<file path="src/ssd_pkg.sv">
// Shared constants, codes and controller/datapath types for the stereo SAD depth search.
package ssd_pkg;

   localparam int MAX_WIDTH   = 512;
   localparam int MAX_HEIGHT  = 512;
   localparam int MAX_RADIUS  = 7;
   localparam int COL_W       = $clog2(MAX_WIDTH);
   localparam int ROW_W       = $clog2(MAX_HEIGHT);
   localparam int STORE_DEPTH = MAX_WIDTH * MAX_HEIGHT;
   localparam int DIM_W       = 10;
   localparam int BLK_W       = 4;
   localparam int RAD_W       = 3;
   localparam int PIX_W       = 8;
   localparam int SUM_W       = 16;
   localparam int DEPTH_W     = 32;
   localparam int DISP_W      = 9;
   localparam int IDX_W       = 3;
   localparam int CSR_DATA_W  = 32;
   localparam int DIV_CNT_W   = $clog2(DEPTH_W);

   typedef enum logic [0:0] {
      OP_LOAD  = 1'b0,
      OP_QUERY = 1'b1
   } opcode_type;

   typedef enum logic [1:0] {
      STAT_VALID   = 2'd0,
      STAT_BORDER  = 2'd1,
      STAT_NOMATCH = 2'd2,
      STAT_ZERO    = 2'd3
   } status_type;

   typedef enum logic [IDX_W-1:0] {
      REG_FRAME_WIDTH  = 3'd0,
      REG_FRAME_HEIGHT = 3'd1,
      REG_BLOCK_SIZE   = 3'd2,
      REG_THRESHOLD    = 3'd3,
      REG_DEPTH_SCALE  = 3'd4
   } reg_index_type;

   typedef struct packed {
      logic load_wr;
      logic latch;
      logic check;
      logic scan_en;
      logic eval;
      logic div_en;
      logic publish;
   } ssd_cmd_type;

   typedef struct packed {
      logic border;
      logic gen_last;
      logic eval_valid;
      logic div_last;
      logic out_free;
   } ssd_sts_type;

endpackage

</file>
<file path="src/ssd_ctrl.sv">
// Sequencer for load, border check, window scan, divide and result hand-off.
module ssd_ctrl import ssd_pkg::*; (
   input  logic        clock,
   input  logic        reset,
   input  logic        req_valid,
   input  logic        req_opcode,
   output logic        req_ready,
   input  ssd_sts_type sts,
   output ssd_cmd_type cmd
);

   typedef enum logic [6:0] {
      S_IDLE   = 7'b0000001,
      S_CHECK  = 7'b0000010,
      S_SCAN   = 7'b0000100,
      S_DRAIN  = 7'b0001000,
      S_EVAL   = 7'b0010000,
      S_DIVIDE = 7'b0100000,
      S_FINISH = 7'b1000000
   } state_type;

   state_type state_ff, state_in;

   always_ff @(posedge clock) begin
      if (reset) begin
         state_ff <= S_IDLE;
      end else begin
         state_ff <= state_in;
      end
   end

   always_comb begin
      state_in  = state_ff;
      cmd       = '0;
      req_ready = 1'b0;
      unique case (state_ff)
         S_IDLE: begin
            req_ready = 1'b1;
            if (req_valid) begin
               if (req_opcode == OP_QUERY) begin
                  cmd.latch = 1'b1;
                  state_in  = S_CHECK;
               end else begin
                  cmd.load_wr = 1'b1;
               end
            end
         end
         S_CHECK: begin
            cmd.check = 1'b1;
            state_in  = sts.border ? S_FINISH : S_SCAN;
         end
         S_SCAN: begin
            cmd.scan_en = 1'b1;
            if (sts.gen_last) begin
               state_in = S_DRAIN;
            end
         end
         S_DRAIN: begin
            state_in = S_EVAL;
         end
         S_EVAL: begin
            cmd.eval = 1'b1;
            state_in = sts.eval_valid ? S_DIVIDE : S_FINISH;
         end
         S_DIVIDE: begin
            cmd.div_en = 1'b1;
            if (sts.div_last) begin
               state_in = S_FINISH;
            end
         end
         S_FINISH: begin
            if (sts.out_free) begin
               cmd.publish = 1'b1;
               state_in    = S_IDLE;
            end
         end
         default: begin
            state_in = S_IDLE;
         end
      endcase
   end

endmodule

</file>
<file path="config.mk">
export PLATFORM = sky130hd
export DESIGN_NAME = ssd_ctrl
export DESIGN_NICKNAME = d
export VERILOG_FILES = /design/src/ssd_pkg.sv /design/src/ssd_ctrl.sv
export SDC_FILE = /design/constraint.sdc
export NUM_CORES = 1
export LEC_CHECK = 0
export BUFFER_PORTS_ARGS = -buffer_cell sky130_fd_sc_hd__buf_2
export CORE_AREA = 3 3 40 42
export CTS_BUF_LIST = sky130_fd_sc_hd__clkbuf_2
export CTS_CLUSTER_DIAMETER = 60
export CTS_CLUSTER_SIZE = 25
export DETAILED_ROUTE_END_ITERATION = 16
export DIE_AREA = 0 0 43 45
export GPL_TIMING_DRIVEN = 0
export PLACE_DENSITY = 0.58
export SETUP_SLACK_MARGIN = 0.15
export SYNTH_ARGS = -nofsm -noshare
export SYNTH_HDL_FRONTEND = slang
export SYNTH_SLANG_ARGS = --single-unit
</file>
<file path="constraint.sdc">
create_clock -name clock -period 1.7 [get_ports clock]
set_input_delay 0.255 -clock clock [delete_from_list [all_inputs] [get_ports clock]]
set_output_delay 0.255 -clock clock [all_outputs]
set_load 0.005 [all_outputs]
</file>
Yosys cells after proc, flatten, opt, wreduce, memory -nomap -nowiden
Cells that the tools add are included.
- equal/unequal tests: 12
- reductions and logical operators: 1
- multiplexer cells: 19
- operators with widths (kind ; count):
    $mux 7 ; 7
    $pmux 7 s7 ; 1
    $ne 2x2->1 const B ; 5
    $mux 1 ; 9
    $eq 7x1->1 const B ; 1
    $eq 7x2->1 const B ; 1
    $eq 7x3->1 const B ; 1
    $eq 7x4->1 const B ; 1
    $eq 7x5->1 const B ; 1
    $eq 7x6->1 const B ; 1
    $eq 7x7->1 const B ; 1
    $reduce_and 5->1 ; 1
    $mux 2 ; 2
- flip-flop bits (word level): 7
- logic and storage cells: 33
- output and inout bits: 8
- input port bits: 9

Depth between registers and ports, before layout
- word-level depth: 3
- mapped depth: 5
- mapped depth without buffers: 4

Least setup slack after synthesis
OpenSTA, ideal clock, no wires.
- path type: register to register
- start: register state_ff[6]
- end: register state_ff[0]
- path buffers: 0
- path slack: 0.241 ns
- stages on the path, launching flop included: 5
- arrival time: 1.337 ns
- period minus slack after synthesis: 1.459 ns
- required time: 1.578 ns
- library setup time: 0.122 ns
- path through: dfxtp_1 nor4_4 and4_4 and3b_1 a311o_1
- longest elaborated chain between the ends: 3
- elaborated cells between the ends (all ways): 14
- classes of those cells: eq/ne (12); mux (1); reduce/logical (1)
- RTL lines (what ; RTL line ; text):
    from (decl) ; ssd_ctrl.sv:22 ; state_type state_ff, state_in;
    from (signal assigned) ; ssd_ctrl.sv:28 ; state_ff <= state_in;
    $eq 7x3->1, or another cell as far along ; ssd_ctrl.sv:36 ; unique case (state_ff)
    $ne 2x2->1 (no source line) ; n/a ;
    $reduce_and 5->1 (no source line) ; n/a ;
Parallel ways exist; a longest one is shown, timed or not.
A chain may end at the register's enable or synchronous reset.

==> impl_metrics.json <==
{
  "status": "complete, no violations",
  "portBuffers": 16,
  "die-area_um2": 1940,
  "startpoint_type": "flop",
  "gp_congestion": 0.756,
  "synth-edff-count": 0,
  "overflow": 0,
  "max_freq_mhz": 598,
  "avgSynthCellArea_um2": 7.74,
  "critPathMaxFanout": 4,
  "crit_chain": "nor4_4 > buf_4 > and3_4 > buf_6",
  "grt_busiest_layer": "met2",
  "drc": 0,
  "p_leak_nw": 0.340,
  "synth_top_flop_cell": "dfxtp_1",
  "place_area_um2": 563,
  "multiInputGateArea_um2": 344,
  "htreeDepth": 1,
  "largest_register_ffs": 7,
  "gr-usage-met1_pct": 17.9,
  "drtIter0Drc": 7,
  "fin_skew_ns": 0.000720,
  "crit_arrival_ns": 1.42,
  "slew_headroom_pct": 79.2,
  "path_class": "reg2out",
  "grt_first_pass_wirelength_um": 2070,
  "netlist_area_um2": 464,
  "synth.top_cells.by_area": "dfxtp_1 30%, nor2_1 9.7%, nor3b_1 6.5%, inv_1 5.7%, nand3_1 5.4%",
  "async_reset_ff_share_pct": 0,
  "dp.cells": 91,
  "seq_area_frac_synth_pct": 30.2,
  "setup_slack_ns": 0.0288,
  "fillers": 121,
  "pre_cts_ws_ns": 0.0167,
  "grt_max_degree": 8,
  "synthesis.nets": 69,
  "reg_top3": "state_ff (7)",
  "maxCapViolations": 0,
  "final_util_pct": 57.9,
  "ant_nets": 0,
  "path_clk_slew_ns": 0.07,
  "clockRootBuffer": "clkbuf_2",
  "num_rows": 13,
  "power_density_nw_per_um2": 707,
  "clock_latency_ns": 0.22,
  "area_delta_synth_final_pct": 60.4,
  "finalSetupViolCount": 0,
  "final_net_count": 100,
  "synth_top_cell_area_share_pct": 30.2,
  "finalHoldViolations": 0,
  "routedWlPerCell_um": 12.0,
  "rsz0062_at_grt": "true",
  "cts_tree": "yes",
  "hold_path_class": "in2reg",
  "dieWidth_um": 43,
  "period_minus_slack_ns": 1.67,
  "fp.dieH_um": 45,
  "core_area_um2": 1280,
  "max-vdd-ir-drop_mv": 0.480,
  "ios": 17,
  "clockBufferDepth": 2,
  "drv_slew": 0,
  "via_count": 557,
  "antennaDiodeCount": 0,
  "postLayoutCellArea_um2": 744,
  "grt_antenna_before_repair": 0,
  "start_util_pct": 36.1,
  "routed_wl_um": 1260,
  "use_met2_pct": 23.1,
  "ys_types": 26,
  "clock-sinks": 7,
  "stdcell_count": 105,
  "drtPass1Iterations": 6,
  "place_hpwl_um": 893,
  "top_register": "state_ff",
  "grt_usage_pct": 14.1,
  "worst_pin_slew_ns": 0.309,
  "crit_required_ns": 1.44,
  "setup.worst_path.end_class": "primary output",
  "crit_slowest_cell": "dfxtp_4",
  "avgViaCountPerCell": 5.30,
  "reg2regPathDepth": 6,
  "grt_pass1_vias": 524,
  "report.power.total_mw": 0.526,
  "cts_made_buffers": 3,
  "slowest_delay_ns": 0.36,
  "synth_seq_cells": 7,
  "final_layout_size_suffix_gt1_share_pct": 52.2,
  "regArea_um2": 154,
  "yosysTopAreaCell": "dfxtp_1",
  "period_share_pct": 98.3,
  "netlist_instances": 60,
  "use_met3_pct": 1.20,
  "whs_path_depth": 2,
  "synth-warning-count": 0
}
[final cells by class]
class                           count  share of cell area (%)
Buffer                              1                    1.85
Tap cell                           15                    2.52
Inverter                            7                    3.53
Sequential cell                     7                    20.7
Multi-Input combinational cell     45                    46.2
Clock buffer                        4                    2.69
Timing Repair Buffer               26                    22.5
[per-layer routing]
layer	routed length, um	vias to the layer above
li1	-	277
met1	606	255
met2	581	19
met3	54	6
met4	21	0
met5	0	-
[report_power, final]
part | switching (mW) | internal, mW | leakage [nW]
Clock | 0.0585 | 0.0626 | 0.0166
Combinational | 0.0949 | 0.105 | 0.264
Sequential | 0.0297 | 0.175 | 0.0593
[worst max-delay path, delay by kind of cell, from the launching register on]
family | cells | cell delay (ns)
buffers and inverters | 2 | 0.29
AND/OR/NAND/NOR | 2 | 0.55
flip-flops | 1 | 0.36
[cell usage in the layout (no fill, tap or decap), types with 2 or more instances in the layout]
cell and instances:
buf_2 14, nor2_1 12, buf_4 10, inv_1 5
clkbuf_2 4, nand3_1 3, dfxtp_4 3, nor4_4 2
inv_2 2, nand2_1 2, a2bb2oi_1 2, nor3b_1 2
o21ai_0 2, buf_6 2, dfxtp_2 2, dfxtp_1 2
[repair_timing]
| action | in CTS | in global routing |
|---|---|---|
| pin swaps | 5 | 5 |
| buffers inserted | 8 | 2 |
| endpoints found under the hold margin | 0 | 0 |
| setup endpoints to repair | 10 | 10 |
| resized for setup | 15 | 9 |
| hold buffers | 0 | 0 |
[cells by family (layout without fill, tap and decap cells)]
| family | count (synthesis) | after routing | share of synthesized area (%) |
|---|---|---|---|
| AO/OA/AOI/OAI | 10 | 10 | 16.4 |
| XOR/XNOR | 1 | 1 | 1.89 |
| AND/OR/NAND/NOR | 34 | 34 | 45.0 |
| flip-flops | 7 | 7 | 30.2 |
| buffers and inverters | 8 | 38 | 6.47 |
[path summary, 6_finish.rpt]
path / slack [ns] / end / from
setup / recovery: 0.03 / cmd[4] / state_ff[5]$_SDFFE_PP0P_
hold / removal: 0.26 / state_ff[5]$_SDFFE_PP0P_ / reset
setup reg to reg: 0.14 / state_ff[6]$_SDFFE_PP0P_ / state_ff[5]$_SDFFE_PP0P_
hold reg to reg: 0.61 / state_ff[1]$_SDFFE_PP0P_ / state_ff[5]$_SDFFE_PP0P_
[through the flow]
stage,setup TNS (ns),hold slack (ns)
after detailed placement,0,0.502
after CTS,0,0.241
after global routing,-0.167,0.259
after global placement,0,0.505
final,0,0.260
after floorplan,0,0.327
[cell usage after synthesis (2+ instances only)]
master     number
dfxtp_1         7
nor2_1         12
o21ai_0         2
nor3b_1         4
nand2_1         3
a2bb2oi_1       2
inv_1           7
nand3_1         5
Note: power is estimated with default switching activity, not from simulation.
